--- src/sv/swm_pkg.sv ---
// ----------------------------------------------------------------------------
// swm_pkg: shared types and constants of the sliding window minimum
// Data and window dimensions, register map and the sweep token that walks
// along the row of window cells.
// ----------------------------------------------------------------------------
`default_nettype none

package swm_pkg;

  localparam int DATA_WIDTH = 32;
  localparam int WINDOW_MAX = 64;

  // Entry index, fill count and window size widths.
  localparam int IDX_W  = $clog2(WINDOW_MAX);
  localparam int CNT_W  = $clog2(WINDOW_MAX + 1);
  localparam int SIZE_W = 7;
  // Width used when counts and the window size are compared.
  localparam int KW     = (SIZE_W > CNT_W) ? SIZE_W : CNT_W;

  // Configuration port.
  localparam int PADDR_W = 3;
  localparam int PDATA_W = 32;
  localparam logic [PADDR_W-1:0] ADDR_WINDOW_SIZE = PADDR_W'(0);
  localparam logic [SIZE_W-1:0]  WINDOW_SIZE_RST  = SIZE_W'(1);

  // Largest signed value: the neutral start of a running minimum.
  localparam logic signed [DATA_WIDTH-1:0] DATA_POS_MAX =
    {1'b0, {(DATA_WIDTH-1){1'b1}}};

  // Running minimum handed from one window cell to the next.
  typedef struct packed {
    logic                         valid;
    logic signed [DATA_WIDTH-1:0] min_val;
  } tok_t;

endpackage

`default_nettype wire

--- src/sv/swm_cfg.sv ---
// ----------------------------------------------------------------------------
// swm_cfg: configuration registers
// APB-style register file holding the window size.
// ----------------------------------------------------------------------------
`default_nettype none

module swm_cfg import swm_pkg::*; (
  input  wire logic               clk,
  input  wire logic               rst,
  input  wire logic               psel,
  input  wire logic               penable,
  input  wire logic               pwrite,
  input  wire logic [PADDR_W-1:0] paddr,
  input  wire logic [PDATA_W-1:0] pwdata,
  output logic      [PDATA_W-1:0] prdata,
  output logic                    pready,
  output logic      [SIZE_W-1:0]  window_size
);

  logic wr_access;

  assign pready    = 1'b1;
  assign wr_access = psel && penable && pwrite;

  always_ff @(posedge clk) begin
    if (rst) begin
      window_size <= WINDOW_SIZE_RST;
    end else if (wr_access && (paddr == ADDR_WINDOW_SIZE)) begin
      window_size <= pwdata[SIZE_W-1:0];
    end
  end

  always_comb begin
    prdata = '0;
    if (paddr == ADDR_WINDOW_SIZE) begin
      prdata = PDATA_W'(window_size);
    end
  end

endmodule

`default_nettype wire

--- config.mk ---
export PLATFORM = sky130hd
export DESIGN_NAME = swm_cfg
export DESIGN_NICKNAME = d
export VERILOG_FILES = /design/src/sv/swm_pkg.sv /design/src/sv/swm_cfg.sv
export SDC_FILE = /design/constraint.sdc
export NUM_CORES = 1
export LEC_CHECK = 0
export BUFFER_PORTS_ARGS = -buffer_cell sky130_fd_sc_hd__buf_2
export CORE_ASPECT_RATIO = 1.25
export CORE_UTILIZATION = 32
export DETAILED_ROUTE_END_ITERATION = 8
export PLACE_DENSITY = 0.85
export SYNTH_ARGS = -nofsm -noshare
export SYNTH_HDL_FRONTEND = slang
export SYNTH_SLANG_ARGS = --single-unit
--- constraint.sdc ---
create_clock -name clk -period 2.05 [get_ports clk]
set_input_delay 0.41 -clock clk [delete_from_list [all_inputs] [get_ports clk]]
set_output_delay 0.41 -clock clk [all_outputs]
set_load 0.02 [all_outputs]
## Word-level counts from Yosys, hierarchy flattened

Cells that the tools add are included.
Widths: inputs -> output; s select.

| storage, ports and cells | value |
|---|---|
| register bits after elaboration | 7 |
| logic and storage cells | 6 |

| operators by class | value |
|---|---|
| multiplexer cells | 1 |
| reduce and logical (&&, ||, !) cells | 4 |

Operators by type and width:

| operator | count |
|---|---|
| $mux 7 | 1 |
| $logic_and 1x1->1 | 3 |
| $logic_not 3->1 | 1 |

## Depth between registers and ports, before layout

| logic depth | value |
|---|---|
| depth in word-level cells | 3 |
| gate-level depth with buffers | 4 |
| mapped depth without buffers | 3 |

## Least setup slack after synthesis

Ideal clock, no wire load.

| timing path | value |
|---|---|
| kind | input to output |
| from | input paddr[1] |
| to | output prdata[0] |
| data arrival time | 0.913 ns |
| setup slack | 0.727 ns |
| stages on the path | 2 |
| cell sequence | nor3_2 > and2_2 |

| between the ends | value |
|---|---|
| cells in the longest elaborated chain, start to end | 2 |

RTL lines:

| element | line | text |
|---|---|---|
| from (decl) | swm_cfg.sv:13 | `input wire logic [PADDR_W-1:0] paddr,` |
| $logic_not 3->1 | swm_cfg.sv:35 | `if (paddr == ADDR_WINDOW_SIZE) begin` |
| $mux 7 | swm_cfg.sv:35 |  |
| to (decl) | swm_cfg.sv:15 | `output logic [PDATA_W-1:0] prdata,` |

Every way passes these cells.

## Worst setup path after layout

| timing path | value |
|---|---|
| from | input paddr[1] |
| to | output prdata[1] |

Same word-level chain as after synthesis.

==> results.md <==
- The flow ran to the end, and the final reports show no timing, DRC or antenna violations.
- In the routed design, unresolved DRC markers number 0.
- The row count is 16.
- For this run, global-route usage on met3 was measured as around 2.7%.
- The clock tree skew after final layout is 0 ns.
- The count of endpoints failing hold in the final timing report came to 0.
- The number of buffers added for setup after CTS is 0.
- After Yosys synthesis, full adders, half adders and majority gates account for 0% of the synthesized area.
- The endpoint arrival time on the critical path is between 1 and 1.5 ns.
- In this run the register-to-register setup slack is 1.44 ns.
- The number of flip-flops under the largest register name is 7.
- STA classifies the critical path endpoint as a primary output.
- The initial antenna violation count is 0.
- The clock tree root buffer cell is sky130_fd_sc_hd__clkbuf_4.
- For this design the ratio of total power to cell area is 519 mW/mm^2.
- Summing the areas of all compound-gate instances in the mapped netlist gives 0% of the synthesized area.
- The share of the Yosys chip area taken by registers is 24.1%.
- The floorplan step defined a die boundary enclosing 0.00199 sq mm.
- The busiest metal layer after global routing is met2.
- The largest registers in the layout are window_size x7.
- The TritonCTS clock tree is yes.
- The global routing usage on met1 is between 10% and 20%.
- The synthesized design devotes to its leading area cell type between 30% and 40% of total area.
- The per-instance average area after synthesis is a little under 9 sq um.
- The number of gates resized after CTS was 0.
- The post-route netlist has between 40% and 50% of its cells at a drive strength greater than 1.
- Based on the critical path, the design can be clocked at up to about 600 MHz.
- The cell class contributing the biggest share of worst-path delay is simple AND/OR/NAND/NOR gates.
- After floorplanning, the core was sized to cover ~0.0016 sq mm.
- The worst setup path is of the input port to primary output kind.
- By area the synthesized netlist is led by sky130_fd_sc_hd__buf_4, sky130_fd_sc_hd__dfxtp_1, sky130_fd_sc_hd__nand2b_1, sky130_fd_sc_hd__mux2i_1, sky130_fd_sc_hd__and2_2.
- The main combinational cell family by area after synthesis is buffers and inverters.
- In this run, distinct cell masters in the synthesized netlist total 11.
- The worst register-to-register path begins at window_size[3].
- The via count normalized by instance count is just under 4.
- For the final routed database, the setup TNS stands at 0 ns.
- The most common cell in the synthesized netlist is sky130_fd_sc_hd__buf_4.
- The global routing usage summed across all routing layers is 10.0%.
- The maximum number of pins on one net before global-route repair is 15.
- The setup violation total in the final timing report is 0.
- The met2 routing resource usage after global routing is roughly 16%.
- The synthesis warning total is 0.
- The number of global-route vias before repair is around 330.
- At the worst endpoint, the required time is 1.64 ns.
- The wire length of the first global-routing pass is 1320 microns.
- Pin placement for this block handled 80 I/O pins.
- The worst hold path begins at pwdata[1].
- The initial utilization of the core area, before any placement, comes to a little over a third.
- The path with the worst hold slack has its endpoint at window_size[1].
- The maximum fanout along the worst path is 8.
- The later pin in the worst-skew pair is clocked with a latency of 0.25 ns.
- The die is roughly 40 microns wide.
- The slowest stage of the critical path is the sky130_fd_sc_hd__nor3_2 cell.
- In this run the remaining antenna-violating nets after routing total 0.
- The quantity of hold-fixing buffers added after cts is 0.
- The worst register-to-register path ends at window_size[3].
- The total number of vias is roughly 440.
- After synthesis, the most frequently instantiated cells are sky130_fd_sc_hd__buf_4, sky130_fd_sc_hd__nand2b_1, sky130_fd_sc_hd__and2_2, sky130_fd_sc_hd__dfxtp_1, sky130_fd_sc_hd__mux2i_1.
- The clock input transition at the sequential cells of the worst setup and hold paths is roughly 0.050 ns.
- The area growth from synthesis to final layout is 11.8%.
- The area of the mapped netlist is between 500 and 600 sq um.
- The number of cells produced by synthesis is 67.
- The critical path goes through buf_2, nor3_2, and2_2, buf_2.
- The analysis attributes to cell leakage a power of approximately 0.35 nW.
- The worst setup path is launched from an input port.
- In this run the vertical extent of the chip is roughly 50 microns.
- The async set-reset flop share out of synthesis is 0%.
- The buffer depth of the longest clock path is 2.
- The average wire length per cell after detail routing is roughly 8.3 microns.
- In this design, the stage delay of the slowest critical-path cell is between 0.3 and 0.4 ns.
- 0 antenna diodes ended up in the layout.
- Measured on the finished design, the core utilization comes to roughly two fifths.
- Counting every sink on the clock net gives 7.
- The mux contribution to synthesized area is 12.0%.
- The cell repeated most along the worst path is sky130_fd_sc_hd__buf_2.
- The worst hold path belongs to the class input port to flop.
- For this run, the detailed router's first-pass iteration total came to 1.
- The level count of the clock H-tree is 1.
- Counting the fill cells in the layout gives ~180.
- The worst setup slack before clock tree synthesis is about 0.26 ns.
- The number of cell instances on the worst register-to-register path is 2.
- The congestion estimate from routability-driven global placement came to 0.550.
- The final net count is between 100 and 150.
- The register with the highest flop count is window_size.
- The worst path meets setup with between 0.3 and 0.4 ns of slack.
- The top cell type by total area after synthesis is sky130_fd_sc_hd__buf_4.
- The DRC violation total after the first TritonRoute iteration is 0.
- The worst hold path was traced through 3 stages.
- Once detailed placement completed, the half-perimeter wirelength came to about 740 microns.
- The share of the cycle needed by the critical path after routing is 81.5%.
- Port buffering added 28 buffers.
- The maximum vdd ir drop is ~0.00019 V.
- The synthesized netlist devotes 0% of its cell area to XOR and XNOR gates.
- The final wirelength is slightly above 900 microns.
- After layout, the minimum clock period comes to 1.67 ns.
- The fraction of the mapped netlist area in simple logic gates is 26.5%.
- The max-cap violation count is 0.
- The critical path buffer and inverter count is 2.
- Hold timing on the final database bottoms out at a slack of between 0.4 and 0.5 ns.
- The total overflow reported by the global router is 0.
- The synthesized design contains 7 register bits.
- Among all flip-flop cells after synthesis, the most frequent one is sky130_fd_sc_hd__dfxtp_1.
- The number of enable flip-flop cells after synthesis is 0.
- Setup repair after global routing left no endpoint under its margin.
- The number of pins with negative max-slew slack in the final report was 0.
- Counting the buffers created by CTS gives 3.
-- how the worst max path moves through the flow --
stage                     slack [ns]             end      from  cells past startpoint
after floorplan                 0.73       prdata[0]  paddr[1]                      2
after global placement          0.34  window_size[4]  paddr[1]                      4
after detailed placement        0.26  window_size[3]  paddr[1]                      4
after CTS                       0.34       prdata[1]  paddr[1]                      4
after global routing            0.29       prdata[5]  paddr[1]                      4
final                           0.38       prdata[1]  paddr[1]                      4
-- where the power goes --
part	leakage, nW	total (mW)	internal (mW)	switching [mW]
Clock	0.0150	0.127	0.0744	0.0525
Sequential	0.0565	0.138	0.137	0.000632
Combinational	0.283	0.0732	0.0177	0.0555
-- area by class of cell --
cell class              instances  area (sq um)  area share [%]
multi-input cells              56           322            49.4
flip-flops and latches          7           140            21.5
repair buffers                 28           140            21.5
clock buffers                   4          26.3            4.04
well taps                      18          22.5            3.46
-- tightest hold or removal path, stage by stage --
cell,delay [ns]
sky130_fd_sc_hd__buf_2,0.09
sky130_fd_sc_hd__nand2b_1,0.05
sky130_fd_sc_hd__mux2i_1,0.06
-- layer usage --
layer | routed length [microns] | part of all wire, %
met4 | 0 | 0
met5 | 0 | 0
met1 | 390 | 42
met2 | 440 | 47
met3 | 101 | 11
-- per-stage QoR --
stage          cell area, sq um  total power [mW]  cells
4_1_cts                     651             0.345    113
5_1_grt                     651             0.360    113
2_1_floorplan               672             0.235     91
6_report                    651             0.338    113
3_3_place_gp                624             0.213    109
3_5_place_dp                624             0.214    109
-- cell usage in the layout, fill, tap and decap left out --
cell type	n
sky130_fd_sc_hd__and4_1	1
sky130_fd_sc_hd__dfxtp_1	7
sky130_fd_sc_hd__and2_2	7
sky130_fd_sc_hd__nand2b_1	12
sky130_fd_sc_hd__clkbuf_1	1
sky130_fd_sc_hd__mux2i_1	7
sky130_fd_sc_hd__nor2_1	2
sky130_fd_sc_hd__conb_1	26
sky130_fd_sc_hd__buf_2	28
sky130_fd_sc_hd__clkbuf_4	3
sky130_fd_sc_hd__nor3_2	1
-- cells by family after synthesis --
logic type | Yosys count
mux | 7
other cells | 2
buf+inv | 28
simple gates | 23
flops | 7
Power figures use the tool's default switching activity.
