===== src/sv/swm_pkg.sv =====
// ----------------------------------------------------------------------------
// swm_pkg: shared types and constants of the sliding window minimum
// Data and window dimensions, register map and the sweep token that walks
// along the row of window cells.
// ----------------------------------------------------------------------------
`default_nettype none

package swm_pkg;

  localparam int DATA_WIDTH = 32;
  localparam int WINDOW_MAX = 64;

  // Entry index, fill count and window size widths.
  localparam int IDX_W  = $clog2(WINDOW_MAX);
  localparam int CNT_W  = $clog2(WINDOW_MAX + 1);
  localparam int SIZE_W = 7;
  // Width used when counts and the window size are compared.
  localparam int KW     = (SIZE_W > CNT_W) ? SIZE_W : CNT_W;

  // Configuration port.
  localparam int PADDR_W = 3;
  localparam int PDATA_W = 32;
  localparam logic [PADDR_W-1:0] ADDR_WINDOW_SIZE = PADDR_W'(0);
  localparam logic [SIZE_W-1:0]  WINDOW_SIZE_RST  = SIZE_W'(1);

  // Largest signed value: the neutral start of a running minimum.
  localparam logic signed [DATA_WIDTH-1:0] DATA_POS_MAX =
    {1'b0, {(DATA_WIDTH-1){1'b1}}};

  // Running minimum handed from one window cell to the next.
  typedef struct packed {
    logic                         valid;
    logic signed [DATA_WIDTH-1:0] min_val;
  } tok_t;

endpackage

`default_nettype wire


===== src/sv/swm_cell.sv =====
// ----------------------------------------------------------------------------
// swm_cell: one window entry
// Holds one sample of the window and folds it into the running minimum that
// passes through on its way along the row.
// ----------------------------------------------------------------------------
`default_nettype none

module swm_cell import swm_pkg::*; (
  input  wire logic                         clk,
  input  wire logic                         rst,
  input  wire logic                         wr_en,
  input  wire logic signed [DATA_WIDTH-1:0] wr_data,
  input  wire logic                         in_window,
  input  wire tok_t                         tok_in,
  output tok_t                              tok_out
);

  logic signed [DATA_WIDTH-1:0] entry;
  logic signed [DATA_WIDTH-1:0] min_next;

  always_ff @(posedge clk) begin
    if (wr_en) begin
      entry <= wr_data;
    end
  end

  // Entries at or beyond the window size are passed over.
  always_comb begin
    min_next = tok_in.min_val;
    if (in_window && (entry < tok_in.min_val)) begin
      min_next = entry;
    end
  end

  always_ff @(posedge clk) begin
    if (rst) begin
      tok_out.valid <= 1'b0;
    end else begin
      tok_out.valid <= tok_in.valid;
    end
    tok_out.min_val <= min_next;
  end

endmodule

`default_nettype wire


===== config.mk =====
export PLATFORM = sky130hd
export DESIGN_NAME = swm_cell
export DESIGN_NICKNAME = d
export VERILOG_FILES = /design/src/sv/swm_pkg.sv /design/src/sv/swm_cell.sv
export SDC_FILE = /design/constraint.sdc
export NUM_CORES = 1
export LEC_CHECK = 0
export BUFFER_PORTS_ARGS = -buffer_cell sky130_fd_sc_hd__buf_2
export CAP_MARGIN = 25
export CORE_UTILIZATION = 53
export CTS_CLUSTER_DIAMETER = 200
export DETAILED_ROUTE_END_ITERATION = 8
export PLACE_DENSITY = 0.8
export SKIP_CTS_REPAIR_TIMING = 1
export SLEW_MARGIN = 10
export SYNTH_ARGS = -nofsm -noshare
export SYNTH_HDL_FRONTEND = slang
export SYNTH_SLANG_ARGS = --single-unit

===== constraint.sdc =====
create_clock -name clk -period 2.75 [get_ports clk]
set_clock_uncertainty 0.1 [all_clocks]
set_input_delay 0.4125 -clock clk [delete_from_list [all_inputs] [get_ports clk]]
set_output_delay 0.4125 -clock clk [all_outputs]
set_load 0.02 [all_outputs]

Word-level counts from Yosys, hierarchy flattened. Cells that the tools add are included.

Flip-flop bits (word level): 65. Bits in latches: 0. Output and inout port bits: 33. Word-level logic and storage cells: 6. Memory bits (writable): 0. ROM bits: 0. Bits of input ports: 69. Memories: 0.

Multipliers: 0. Magnitude comparators: 1. Div/mod/pow operators: 0. Shift-type cells: 0. Muxes and demuxes: 1. $add $sub $neg: 0. Bitwise gates (word level): 0. Reduce and logical (&&, ||, !) cells: 1. Equal/unequal tests: 0.

Operators with widths (count): $lt 32x32->1 (1); $mux 32 (1); $logic_and 1x1->1 (1).

Depth between registers and ports, before layout. Gate-level depths: netlist of the first run.

Word-level depth: 3. Mapped depth: 13.

Worst setup path before layout of the first run. No wires, ideal clock.

Kind: input -> register. From: input tok_in[7] (netlist bit). To: register tok_out[24] (netlist bit). Cell stages on the path: 9. Buffers on the path: 1. Data arrival time: 2.379 ns. Required time: 2.528 ns. Slack: 0.149 ns. Cells stage by stage: inv_1 ha_1 nand4_1 o311a_1 o41ai_4 nand3_4 buf_6 a41o_1 a311o_1.

Longest elaborated chain between the ends: 3.

RTL lines: from (decl) (RTL line swm_cell.sv:14) `input wire tok_t tok_in,`; $lt 32x32->1 (RTL line swm_cell.sv:30) `if (in_window && (entry < tok_in.min_val)) begin`; $logic_and 1x1->1 (RTL line swm_cell.sv:30); $mux 32 (RTL line swm_cell.sv:30); via min_next[24] (RTL line swm_cell.sv:19) `logic signed [DATA_WIDTH-1:0] min_next;`; to (decl) (RTL line swm_cell.sv:15) `output tok_t tok_out`.

The timed path passes the listed nets, and every way through them passes these cells. A chain may end at the register's enable or synchronous reset.

Worst setup path in the final report of the first run.
From: register entry[30]. To: register tok_out[3] (netlist bit).

Longest elaborated chain between the ends: 3.

RTL lines: from (decl) (RTL line swm_cell.sv:18) `logic signed [DATA_WIDTH-1:0] entry;`; from (signal assigned) (RTL line swm_cell.sv:23) `entry <= wr_data;`; $lt 32x32->1 (RTL line swm_cell.sv:30); $logic_and 1x1->1 (RTL line swm_cell.sv:30); $mux 32 (RTL line swm_cell.sv:30); via min_next[3] (RTL line swm_cell.sv:19).

The timed path passes the listed nets, and every way through them passes these cells.

==> impl_metrics.yaml, run 1 <==
power:
  p_comb_share_pct: 29.9
  ir_worst_vdd_uv: 368
  p_switching_uw: 985
  seqPwrFrac_pct: 39.5
  switching_share_pct: 32.2
  internal_power_uw: 2070
  clkPwrFrac_pct: 30.6
  finalPower_uw: 3060
  p_leak_uw: 0.00241
  power_density_nw_per_um2: 618
floorplanning:
  rows: 30
  chipWidth_microns: 87.2
  die_height_microns: 87.2
  core_region_area_sq_um: 6910
  initial_utilization_pct: 55.7
  io_pins: 102
  die_area_sq_um: 7610
route:
  drc: 0
  antenna_left: 0
  drt_pass1_iterations: 5
  drtIter0Drc: 220
  wl_per_cell_microns: 16.8
  via_per_inst: 6.07
  vias: 3838
  routed_wl_mm: 10.6
clock_network:
  cts_made_buffers: 9
  cts_max_level: 3
  clockBufferDepth: 2
  cts_tree: "yes"
  clk_pin_slew_ps: 80
  cts_root_buffer: "clkbuf_8"
  clkSinkCount: 65
  insertion_delay_ps: 360
finish:
  drive_gt1_share_pct: 31.7
  areaGrowthSynthToFinish_pct: 28.6
  fill_cells: 563
  final_cell_area_sq_um: 4950
  fin_cells: 632
  antenna_cells: 0
  fin_nets: 631
  final_core_utilization_pct: 71.7
placed_design:
  dp_hpwl_mm: 7.02
  post-place-cells: 614
  io_buffers: 101
  placed_area_sq_um: 4670
  gp_congestion: 0.859
worst_setup_path:
  crit_fanout: 30
  crit_family: "compound AO/OA/AOI/OAI gates"
  critPathRequiredTime_ps: 2880
  cp.arrival_ps: 2830
  cp-start-kind: "flop"
  worst-path-buf-inv: 1
  slowest_delay_ps: 440
  cp_slowest_cell: "edfxtp_1"
  critical_path_class: "reg2reg"
  crit_path_end_kind: "flop"
  cp_cell_sequence: "ha_1, nand4_1, nor3_2, a211o_1, nor3_4, buf_8, a21oi_1, a41o_1, a311o_1"
logic_synthesis:
  synth.yosys.seq_area_share_pct: 42.1
  ys_warn_count: 0
  synthesis.area_sq_um: 3850
  syn_nets: 508
  synth_edf_count: 32
  postSynthAreaPerCell_sq_um: 9.44
  synth-seq-cells: 65
  synth_flop_cell: "dfxtp_1"
  async_flop_share_pct: 0
  synth_cell_types: 31
  synthCells: 408
sta:
  period_minus_slack_ps: 2700
  relSlewSlack_pct: 46.7
  fmax_mhz: 371
  hold_ws_ps: 90.4
  report.final.hold_viol_count: 0
  tightest_slew_ps: 800
  finalSetupViolCount: 0
  rsz0062_at_grt: "yes"
  finalCritPeriodShare_pct: 98.1
  slew_viol_final: 0
global_route:
  grt_pass1_vias: 3671
  grt_pass1_wl_mm: 16.7
  track_usage_pct: 28.6
  antenna_found_initial: 0
  grt_max_degree: 45
  grt-ovfl-total: 0
job:
  max_cap_viol_count: 0
run_status:
  status: "finished, final reports clean"
worst_hold_path:
  hold_path.class: "in2reg"
## worst register-to-register path: stages (launching register included)
cell	delay, ps
edfxtp_1	440
ha_1	340
nand4_1	190
nor3_2	80
a211o_1	320
nor3_4	210
buf_8	250
a21oi_1	90
a41o_1	210
a311o_1	340
## cell type report
| cell class | instances | area, sq um | share of cell area [%] |
|---|---|---|---|
| multi-input cells | 277 | 1980 | 40.0 |
| clock buffers | 10 | 138 | 2.78 |
| inverters | 33 | 124 | 2.50 |
| repair buffers | 145 | 876 | 17.7 |
| well taps | 96 | 120 | 2.43 |
| clock inverters | 6 | 91.3 | 1.85 |
| flip-flops and latches | 65 | 1620 | 32.8 |
## sequential cells by signal, summed over array words and instances, names as in the netlist
| name | flops |
|---|---|
| entry | 32 |
| tok_out | 33 |
## per-stage QoR
stage                     worst slack [ps]  setup TNS, ps
after global placement               -69.2          -1440
after CTS                            -20.3          -43.0
final                                 53.0              0
after detailed placement              -118          -2680
after floorplan                        149              0
after global routing                 -35.7          -59.1
## layout by cell type, fill, tap and decap left out, types with 29 or more instances in the layout
cell      Yosys  routed
o22ai_1      29      29
dfxtp_1      33      33
inv_1        32      32
nand2_1      68      68
a311o_1      29      29
buf_2         5     101
buf_4         0      39
a21oi_1      45      44
edfxtp_1     32      32
a41o_1       29      29
ha_1         31      30
## kinds of logic after synthesis
family / synth area share [%]
AO/OA/AOI/OAI: 29.6
adder cells (fa/ha/maj): 10.1
buffers and inverters: 7.18
flip-flops: 42.1
AND/OR/NAND/NOR: 11.0
## worst paths after layout
path	endpoint	start	cells past startpoint	slack, ps
hold / removal	tok_out[32]	rst	2	90
setup reg to reg	tok_out[3]	entry[30]	9	50
setup / recovery	tok_out[3]	entry[30]	9	50
hold reg to reg	tok_out[17]	entry[17]	2	520
## power by group through the flow
stage	clock network (uW)	logic (uW)	registers, uW
after floorplan	0	444	1330
after global placement	0	855	1220
after detailed placement	0	887	1230
after CTS	953	895	1210
after global routing	982	996	1220
final	935	915	1210
## cells in the mapped netlist, drive strengths merged (3+ instances only)
cell type  number  area (sq um)
o21ai           3          15.0
a41o           29           290
ha             31           388
buf            10          66.3
nor2            5          18.8
a31oi           4          25.0
dfxtp          33           661
nand2          68           255
a21oi          45           225
nand4           7          43.8
clkbuf         23          86.3
a21o            3          22.5
o22ai          29           181
nand3          10          62.6
inv            33           124
edfxtp         32           961
a311o          29           290
## metal layers
layer	track usage (%)	vias to the layer above	part of all wire, %
li1	-	1823	-
met1	34.8	1793	41
met2	48.6	186	50
met3	5.97	36	6.5
met4	13.1	0	2.5
met5	0	-	0
No activity file was read; power rests on OpenSTA's default activity.
==> inputs of run 2 (changes only) <==
- CORE_UTILIZATION: 53 -> 57
- PLACE_DENSITY: 0.8 -> 0.85
- clock period: 2.75 -> 3.3 ns (I/O delays scaled with it)
==> impl_metrics.yaml, run 2 (same netlist as run 1, synthesis figures left out) <==
run_status:
  status: "finished with violations"
  violations: "design-rule violations"
job:
  max_cap_viol_count: 0
route:
  wl_per_cell_microns: 16.8
  via_per_inst: 6.35
  vias: 3690
  drtIter0Drc: 284
  drc: 12
  routed_wl_mm: 9.73
  antenna_left: 0
  drt_pass1_iterations: 8
floorplanning:
  initial_utilization_pct: 59.9
  rows: 29
  die_area_sq_um: 7090
  io_pins: 102
  die_height_microns: 84.2
  core_region_area_sq_um: 6420
  chipWidth_microns: 84.2
placed_design:
  gp_congestion: 0.790
  io_buffers: 101
  post-place-cells: 564
  dp_hpwl_mm: 6.51
worst_setup_path:
  regToRegStartpoint: "entry[7]"
  cp-start-kind: "flop"
  timing.rr.end: "tok_out[4]"
  cp.arrival_ps: 3020
  crit_family: "compound AO/OA/AOI/OAI gates"
  critical_path_class: "reg2reg"
  reg2reg_slack_ps: 400
  cp_cell_sequence: "ha_1, nand4_1, o311a_1, o41ai_4, nand3_4, buf_12, a41o_1, a311o_1"
  slowest_delay_ps: 420
  worst-path-buf-inv: 1
  crit_fanout: 24
  crit_path_end_kind: "flop"
  cp_slowest_cell: "edfxtp_1"
  critPathRequiredTime_ps: 3430
  reg2regPathDepth: 8
finish:
  largest_reg_flops: 33
  final_cell_mix: "101 x buf_2, 68 x nand2_1, 45 x a21oi_1, 33 x dfxtp_1"
  antenna_cells: 0
  layout_commonest_cell: "buf_2"
  largestRegisters: "tok_out: 33 flops, entry: 32 flops"
  final_core_utilization_pct: 72.6
  regMostFlops: "tok_out"
  areaGrowthSynthToFinish_pct: 21.2
  drive_gt1_share_pct: 27.0
  fin_cells: 581
  fin_nets: 599
worst_hold_path:
  min_from: "rst"
  hold_depth: 2
  hold_path.class: "in2reg"
  hold_end: "tok_out[32]"
sta:
  fmax_mhz: 345
  period_minus_slack_ps: 2900
  report.final.hold_viol_count: 0
  tightest_slew_ps: 774
  finalCritPeriodShare_pct: 87.8
  finalSetupViolCount: 0
  relSlewSlack_pct: 48.4
  rsz0062_at_grt: "no"
  fin_tns_setup_ps: 0
  slew_viol_final: 0
global_route:
  grt_pass1_vias: 3485
  grt_pass1_wl_mm: 15.8
  antenna_found_initial: 0
  grt-ovfl-total: 0
  track_usage_pct: 28.0
  grt_max_degree: 64
clock_network:
  cts_root_buffer: "clkbuf_8"
  clk_pin_slew_ps: 70
  cts_max_level: 3
  cts_tree: "yes"
  insertion_delay_ps: 350
  cts_made_buffers: 9
  clkSinkCount: 65
  clockBufferDepth: 2
power:
  ir_worst_vdd_uv: 372
  power_density_nw_per_um2: 526
  p_leak_uw: 0.00225
-- run 2: where the power goes --
part | internal [uW] | switching [uW] | leakage (uW) | total, uW
Sequential | 959 | 46.0 | 0.000592 | 1000
Clock | 423 | 321 | 0.0000975 | 745
Combinational | 280 | 423 | 0.00156 | 703
-- run 2: cell type report --
type | instances | area, sq um
flip-flops and latches | 65 | 1620
clock inverters | 7 | 95.1
clock buffers | 9 | 124
repair buffers | 113 | 641
inverters | 33 | 124
well taps | 77 | 96.3
multi-input cells | 277 | 1960
fillers | 481 | 1760
-- run 2: per-layer routing --
metal  wire (microns)  vias up  GRT usage [%]
met3              798       19           7.87
met4              233        0           12.2
met5                0        -              0
met1             4070     1697           33.8
met2             4630      211           47.0
li1                 -     1763              -
-- run 2: worst reg2reg max path, stage by stage (launching register included) --
cell	delay [ps]
edfxtp_1	420
ha_1	340
nand4_1	100
o311a_1	390
o41ai_4	380
nand3_4	250
buf_12	240
a41o_1	230
a311o_1	320
-- run 2: worst max-delay path by stage --
stage | slack (ps) | endpoint | start | depth (start not counted)
2_1_floorplan | 620 | tok_out[24] | tok_in[7] | 9
3_3_place_gp | 270 | tok_out[15] | tok_in[7] | 10
3_5_place_dp | 210 | tok_out[9] | tok_in[7] | 10
4_1_cts | 400 | tok_out[9] | entry[7] | 8
5_1_grt | 290 | tok_out[5] | entry[7] | 8
6_report | 400 | tok_out[4] | entry[7] | 8
-- run 2: stage by stage --
step / worst slack [ps] / area (sq um) / hold WS, ps / total power (uW)
2_1_floorplan: 617 / 3850 / 432 / 1480
3_3_place_gp: 275 / 4430 / 485 / 1680
3_5_place_dp: 211 / 4430 / 501 / 1710
4_1_cts: 402 / 4650 / 187 / 2450
5_1_grt: 290 / 4660 / 181 / 2560
6_report: 402 / 4660 / 196 / 2450
